## src/hdl/spq_pkg.sv

```systemverilog
// Package for the pressure qualifier: register indexes, reset values,
// scaling constants, status codes and the raw-to-pressure scaling function.
// No dependencies.
package spq_pkg;

   // configuration register indexes
   localparam logic [2:0] REG_TIMEOUT_LIMIT     = 3'd0;
   localparam logic [2:0] REG_LOW_THRESHOLD     = 3'd1;
   localparam logic [2:0] REG_LOW_COUNT_LIMIT   = 3'd2;
   localparam logic [2:0] REG_SPIKE_THRESHOLD   = 3'd3;
   localparam logic [2:0] REG_SPIKE_COUNT_LIMIT = 3'd4;

   // configuration reset values
   localparam logic [15:0] TIMEOUT_LIMIT_RST     = 16'd10000;
   localparam logic [15:0] LOW_THRESHOLD_RST     = 16'd80;
   localparam logic [15:0] LOW_COUNT_LIMIT_RST   = 16'd1000;
   localparam logic [15:0] SPIKE_THRESHOLD_RST   = 16'd30;
   localparam logic [15:0] SPIKE_COUNT_LIMIT_RST = 16'd1000;

   // status codes
   localparam logic [1:0] STATUS_NORMAL    = 2'd0;
   localparam logic [1:0] STATUS_DISTURBED = 2'd1;
   localparam logic [1:0] STATUS_LOW       = 2'd2;

   // raw value conditioning
   localparam logic [11:0] SNAP_LOW   = 12'd370;
   localparam logic [11:0] SNAP_TO    = 12'd410;
   localparam logic [11:0] RAW_CLAMP  = 12'd3686;
   localparam logic [15:0] FULL_SCALE = 16'd45000;

   // (raw - 410) * 45000 / 3276 == (raw - 410) * 11250 / 819, done as a
   // multiply by ceil(2^22 * 11250 / 819) and a shift; exact for inputs <= 3276
   localparam int          RECIP_SHIFT = 22;
   localparam logic [25:0] RECIP       = 26'd57614066;

   localparam logic [1:0] TICK_SEEN_MAX = 2'd2;
   localparam logic [15:0] COUNT_MAX    = 16'hFFFF;

   function automatic logic [15:0] scale_raw(input logic [11:0] raw);
      logic [11:0] v;
      logic [11:0] d;
      logic [37:0] prod;
      begin
         v = raw;
         if (raw > SNAP_LOW && raw < SNAP_TO) begin
            v = SNAP_TO;
         end else if (raw > RAW_CLAMP) begin
            v = RAW_CLAMP;
         end
         d    = v - SNAP_TO;
         prod = {26'd0, d} * {12'd0, RECIP};
         if (v <= SNAP_TO) begin
            scale_raw = 16'd0;
         end else begin
            scale_raw = prod[RECIP_SHIFT +: 16];
         end
      end
   endfunction

endpackage

```

## src/hdl/sent_pressure_qualifier_unit.sv

```systemverilog
// Pressure qualifier top level: input stage with scaling, state update and
// result register. Depends on spq_pkg.
//
// Usage:
//   One request per poll tick on the req_ channel: req_tuser carries the
//   frame-valid bit, req_tdata the received fast-channel word (bits 23..12
//   are the raw value). Each request yields exactly one result on rsp_:
//   status code, no-communication flag and the latest scaled pressure.
//   The raw value is scaled into the input register; the qualifier state and
//   the result register are updated together once the result register is
//   free. One request is taken every cycle while the receiver takes results.
//   When the receiver stalls, the result register holds and the input stage
//   takes one more request only if its register is empty; after that
//   req_tready stays low until the result is taken.
//   Reset (synchronous, active high) clears the qualifier state and loads
//   the default register values. Configuration writes on csr_ take effect at
//   the next edge and must be made while no request is in flight.
module sent_pressure_qualifier_unit
   import spq_pkg::*;
(
   input  logic        clock,
   input  logic        reset,
   // request channel
   input  logic        req_tvalid,
   output logic        req_tready,
   input  logic [31:0] req_tdata,   // [31:0] frame_word
   input  logic        req_tuser,   // [0] frame_valid
   // result channel
   output logic        rsp_tvalid,
   input  logic        rsp_tready,
   output logic [23:0] rsp_tdata,   // [1:0] status, [2] no_comm, [18:3] pressure, zero fill
   // configuration port
   input  logic        csr_we,
   input  logic [2:0]  csr_addr,
   input  logic [15:0] csr_wdata
);

   // configuration
   logic [15:0] timeout_limit_ff;
   logic [15:0] low_threshold_ff;
   logic [15:0] low_count_limit_ff;
   logic [15:0] spike_threshold_ff;
   logic [15:0] spike_count_limit_ff;

   // input stage
   logic        s1_valid_ff;
   logic        s1_frame_ff;
   logic [15:0] s1_press_ff;

   // qualifier state
   logic [15:0] prev_ff,     prev_in;
   logic [15:0] last_ff,     last_in;
   logic [15:0] latest_ff,   latest_in;
   logic [15:0] sil_cnt_ff,  sil_cnt_in;
   logic        sil_flag_ff, sil_flag_in;
   logic [15:0] low_run_ff,  low_run_in;
   logic [15:0] spike_run_ff, spike_run_in;
   logic [1:0]  status_ff,   status_in;
   logic [1:0]  tick_ff,     tick_in;

   // result register
   logic        rsp_valid_ff;
   logic [23:0] rsp_data_ff;

   logic        out_free;
   logic        commit;
   logic        req_take;
   logic [15:0] last_new;
   logic [15:0] prev_new;
   logic [15:0] diff;

   assign out_free   = !rsp_valid_ff || rsp_tready;
   assign commit     = s1_valid_ff && out_free;
   assign req_tready = !s1_valid_ff || out_free;
   assign req_take   = req_tvalid && req_tready;
   assign rsp_tvalid = rsp_valid_ff;
   assign rsp_tdata  = rsp_data_ff;

   always_ff @(posedge clock) begin
      if (reset) begin
         timeout_limit_ff     <= TIMEOUT_LIMIT_RST;
         low_threshold_ff     <= LOW_THRESHOLD_RST;
         low_count_limit_ff   <= LOW_COUNT_LIMIT_RST;
         spike_threshold_ff   <= SPIKE_THRESHOLD_RST;
         spike_count_limit_ff <= SPIKE_COUNT_LIMIT_RST;
      end else if (csr_we) begin
         unique case (csr_addr)
            REG_TIMEOUT_LIMIT:     timeout_limit_ff     <= csr_wdata;
            REG_LOW_THRESHOLD:     low_threshold_ff     <= csr_wdata;
            REG_LOW_COUNT_LIMIT:   low_count_limit_ff   <= csr_wdata;
            REG_SPIKE_THRESHOLD:   spike_threshold_ff   <= csr_wdata;
            REG_SPIKE_COUNT_LIMIT: spike_count_limit_ff <= csr_wdata;
            default: ;
         endcase
      end
   end

   // input stage: scale on the way in
   always_ff @(posedge clock) begin
      if (reset) begin
         s1_valid_ff <= 1'b0;
      end else if (req_tready) begin
         s1_valid_ff <= req_tvalid;
      end
      if (req_take) begin
         s1_frame_ff <= req_tuser;
         s1_press_ff <= scale_raw(req_tdata[23:12]);
      end
   end

   assign last_new = s1_frame_ff ? s1_press_ff : last_ff;
   assign prev_new = s1_frame_ff ? last_ff : prev_ff;
   assign diff     = (last_new >= prev_new) ? (last_new - prev_new) : (prev_new - last_new);

   always_comb begin
      prev_in      = prev_new;
      last_in      = last_new;
      latest_in    = s1_frame_ff ? s1_press_ff : latest_ff;
      tick_in      = (tick_ff < TICK_SEEN_MAX) ? tick_ff + 2'd1 : tick_ff;
      sil_cnt_in   = sil_cnt_ff;
      sil_flag_in  = sil_flag_ff;
      low_run_in   = low_run_ff;
      spike_run_in = spike_run_ff;
      status_in    = status_ff;

      // silence watch
      if (s1_frame_ff) begin
         sil_flag_in = 1'b0;
         sil_cnt_in  = 16'd0;
      end else if (sil_cnt_ff >= timeout_limit_ff) begin
         sil_flag_in = 1'b1;
         sil_cnt_in  = 16'd0;
      end else begin
         sil_cnt_in = sil_cnt_ff + 16'd1;
      end

      if (!sil_flag_in) begin
         // low check
         if (last_new <= low_threshold_ff) begin
            if (low_run_ff > low_count_limit_ff) begin
               status_in = STATUS_LOW;
            end else if (low_run_ff != COUNT_MAX) begin
               low_run_in = low_run_ff + 16'd1;
            end
         end else begin
            low_run_in = 16'd0;
            if (status_ff == STATUS_LOW) begin
               status_in = STATUS_NORMAL;
            end
         end

         // spike check, from the second tick on
         if (tick_in >= TICK_SEEN_MAX) begin
            if (diff > spike_threshold_ff) begin
               if (status_in == STATUS_NORMAL) begin
                  last_in = prev_new;
                  if (spike_run_ff != COUNT_MAX) begin
                     spike_run_in = spike_run_ff + 16'd1;
                  end
               end
            end else begin
               spike_run_in = 16'd0;
               status_in    = STATUS_NORMAL;
            end
            if (spike_run_in >= spike_count_limit_ff) begin
               status_in = STATUS_DISTURBED;
            end
         end
      end
   end

   always_ff @(posedge clock) begin
      if (reset) begin
         prev_ff      <= '0;
         last_ff      <= '0;
         latest_ff    <= '0;
         sil_cnt_ff   <= '0;
         sil_flag_ff  <= 1'b0;
         low_run_ff   <= '0;
         spike_run_ff <= '0;
         status_ff    <= STATUS_NORMAL;
         tick_ff      <= '0;
      end else if (commit) begin
         prev_ff      <= prev_in;
         last_ff      <= last_in;
         latest_ff    <= latest_in;
         sil_cnt_ff   <= sil_cnt_in;
         sil_flag_ff  <= sil_flag_in;
         low_run_ff   <= low_run_in;
         spike_run_ff <= spike_run_in;
         status_ff    <= status_in;
         tick_ff      <= tick_in;
      end
   end

   // result register
   always_ff @(posedge clock) begin
      if (reset) begin
         rsp_valid_ff <= 1'b0;
      end else if (out_free) begin
         rsp_valid_ff <= s1_valid_ff;
      end
      if (commit) begin
         rsp_data_ff <= {5'd0, latest_in, sil_flag_in, status_in};
      end
   end

`ifndef SYNTHESIS
   a_commit_loads: assert property (@(posedge clock) disable iff (reset)
      commit |=> rsp_valid_ff)
      else $error("result register not loaded after commit");

   a_status_code: assert property (@(posedge clock) disable iff (reset)
      rsp_valid_ff |-> rsp_data_ff[1:0] <= STATUS_LOW)
      else $error("undefined status code");

   a_pressure_range: assert property (@(posedge clock) disable iff (reset)
      rsp_valid_ff |-> rsp_data_ff[18:3] <= FULL_SCALE)
      else $error("pressure above full scale");

   a_tick_sat: assert property (@(posedge clock) disable iff (reset)
      tick_ff <= TICK_SEEN_MAX)
      else $error("tick counter past saturation");
`endif

endmodule
```

## config.mk

```make
export PLATFORM = sky130hd
export DESIGN_NAME = sent_pressure_qualifier_unit
export DESIGN_NICKNAME = d
export VERILOG_FILES = /design/src/hdl/spq_pkg.sv /design/src/hdl/sent_pressure_qualifier_unit.sv
export SDC_FILE = /design/constraint.sdc
export NUM_CORES = 1
export LEC_CHECK = 0
export BUFFER_PORTS_ARGS = -buffer_cell sky130_fd_sc_hd__buf_2
export CAP_MARGIN = 40
export CORE_MARGIN = 1
export CORE_UTILIZATION = 50
export DETAILED_ROUTE_END_ITERATION = 10
export GPL_TIMING_DRIVEN = 0
export PLACE_DENSITY = 0.67
export SLEW_MARGIN = 20
export SYNTH_ARGS = -nofsm -noshare
export SYNTH_HDL_FRONTEND = slang
export SYNTH_SLANG_ARGS = --single-unit
```

## constraint.sdc

```tcl
create_clock -name clock -period 9.2 [get_ports clock]
set_clock_uncertainty 0.1 [all_clocks]
set_input_delay 0 -clock clock [delete_from_list [all_inputs] [get_ports clock]]
set_output_delay 0 -clock clock [all_outputs]
set_load 0.01 [all_outputs]
```

==> results_dict.tcl <==
set metrics [dict create \
    async_flop_share_pct 0 \
    r2r_start "s1_frame_ff" \
    synth_edf_count 36 \
    cts_buffers 23 \
    r2r_slack_ns 0.70 \
    rsz0062_at_grt "false" \
    hold_viol_final 0 \
    core_um2 36600 \
    setup_viol_count_final 0 \
    ys_warn_count 0 \
    grt_pass1_vias 15776 \
    netlist_area_um2 18600 \
    drive_gt1_share_pct 6.34 \
    yosysMostFrequentCell "inv_1" \
    area_delta_synth_final_pct 10.8 \
    fp.dieArea_um2 38000 \
    insertedDiodeCount 0 \
    postSynthCellCount 2261 \
    clkLatencyLatePin_ns 0.53 \
    cts_tree "yes" \
    max_slew_margin_pct 45.3 \
    crit_end "s1_press_ff[12]" \
    arrival_ns 8.74 \
    cp.required_ns 9.36 \
    cap_violations 0 \
    drt_iter0_drc 845 \
    clk_pin_slew_worst_paths_ns 0.06 \
    track_usage_pct 26.5 \
    h-tree-depth 1 \
    ant_nets 0 \
    wl_per_cell_um 17.5 \
    cp-startpoint "req_tdata[19]" \
    ys_seq_elements 219 \
    worstReg2RegEnd "rsp_tdata[0]" \
    routed_via_density 5.58 \
    r2r_cells 31 \
    period_needed_ns 8.58 \
    cts_sinks 219 \
    worstSetupStartpointType "input pin" \
    grt_max_degree 25 \
    wirelength_um 50200 \
    ys_seq_area_share_pct 25.5 \
    ys_top_cells_by_area "dfxtp_1, ha_1, fa_1" \
    final_max_slew_viol_count 0 \
    initial_core_util_pct 50.8 \
    num_rows 70 \
    drtPass1Iterations 5 \
    fillers 3456 \
    final_nets 2754 \
    drc 0 \
    clockBufferDepth 3 \
    cp_max_fo 9 \
    portBuffers 53 \
    dpl.hpwl_um 40100 \
    synthTopCellsByCount "inv_1, nand2_1, ha_1" \
    finalInstanceArea_um2 20600 \
    cts_setup_buffers 0 \
    critPathKind "input pin to flip-flop" \
    gr-total-overflow 0 \
    netlist-cell-type-count 80 \
    fin_crit_sh_pct 93.2 \
    via_count 15992 \
    placed_cell_area_um2 19500 \
    hold_class "input pin to flip-flop" \
    antenna_found_initial 1 \
    avgSynthCellArea_um2 8.22 \
    pin_count 83 \
    synth.largest_area_cell "dfxtp_1" \
    grt_pass1_wl_um 80800 \
    gp_congestion 0.965 \
    timing.hold.ws_ns 0.160 \
    worst_slew_pin_slew_ns 0.814 \
    end_kind "flip-flop" \
    dieHeight_um 195 \
    max_freq_mhz 117 \
    root_buffer "clkbuf_16" \
    outcome "finished, final reports clean" \
    multiInputGateArea_um2 12200 \
    synth_top_area_share_pct 19.7 \
    synth_ff_type "dfxtp_1" \
    die_w_um 195 \
    largest_register_ffs 19 \
    regArea_um2 4740 \
]
## per-layer routing
metal  GRT usage (%)  vias up  part of all wire (%)
met5               0        -                 0.026
met4            10.6        2                   3.7
met3            2.69       97                   4.7
met2            45.4      424                    47
met1            34.2     7568                    44
li1                -     7901                     -
## logic make-up (layout without fill, tap and decap cells)
family / Yosys count / count (layout) / share of synthesized area [%]
AND/OR/NAND/NOR: 698 / 698 / 17.5
AO/OA/AOI/OAI: 508 / 508 / 18.3
buffers and inverters: 436 / 570 / 9.00
adder cells (fa/ha/maj): 315 / 315 / 25.5
flip-flops: 219 / 219 / 25.5
XOR/XNOR: 58 / 58 / 2.73
multiplexers: 26 / 26 / 1.41
other: 1 / 5 / 0.0202
## timing repair
action	CTS	global route
hold buffers	32	0
pin swaps	0	0
resized for setup	1	9
endpoints found under the hold margin	84	0
gates cloned	0	0
setup endpoints to repair	3	5
## critical path: stages
cell,delay (ns)
clkbuf_1,0.17
nor4_1,0.50
a221oi_1,0.25
buf_2,0.22
o21ai_0,0.60
ha_1,0.65
nor2_1,0.16
o21ai_0,0.25
a21oi_1,0.14
xnor2_1,0.60
inv_1,0.14
fa_1,0.64
inv_1,0.12
fa_1,0.57
fa_1,0.53
fa_1,0.54
inv_1,0.06
fa_1,0.53
inv_1,0.05
ha_1,0.33
o21ai_0,0.10
o211ai_1,0.10
nand3_1,0.19
o2111ai_1,0.27
a31oi_1,0.56
o21ai_0,0.22
xnor2_1,0.17
nor2_1,0.06
## how the worst min path moves through the flow
stage / startpoint / to / slack (ns) / cells after the start
CTS: req_tuser / s1_frame_ff / 0.13 / 2
global placement: req_tuser / s1_frame_ff / 0.08 / 1
finish: req_tuser / s1_frame_ff / 0.16 / 2
global route: req_tuser / s1_frame_ff / 0.17 / 2
floorplan: req_tuser / s1_frame_ff / -0.001 / 0
detailed placement: req_tuser / s1_frame_ff / 0.08 / 1
## stage by stage
stage / setup WS, ns / TNS, ns / instances / utilization [%]
floorplan: 1.73 / 0 / 2265 / -
global placement: -0.0478 / -0.120 / 2786 / 53.2
detailed placement: -0.123 / -0.389 / 2792 / 53.3
CTS: 0.165 / 0 / 2866 / 56.3
global route: 0.0625 / 0 / 2867 / 56.3
finish: 0.624 / 0 / 2867 / 56.3
## layout by cell type (no fill, tap or decap), drive strengths merged, types with 47 or more instances in the layout
master  synthesis  routed
clkbuf         69      96
buf            21      80
nand2         278     278
fa            107     107
a21oi         179     179
inv           346     352
ha            208     208
nor2          163     163
o21ai         102     102
nand3          47      47
dfxtp         183     183
## cell type report
cell class              instances  share of cell area [%]
flip-flops and latches        219                    23.0
inverters                     346                    6.30
multi-input cells            1610                    59.2
clock buffers                  26                    3.00
repair buffers                 92                    3.15
clock inverters                16                   0.668
plain buffers                  90                    1.86
well taps                     468                    2.84
Power is not shown: default switching activity piles up to over one toggle a cycle in this logic, so the estimate is an artifact.
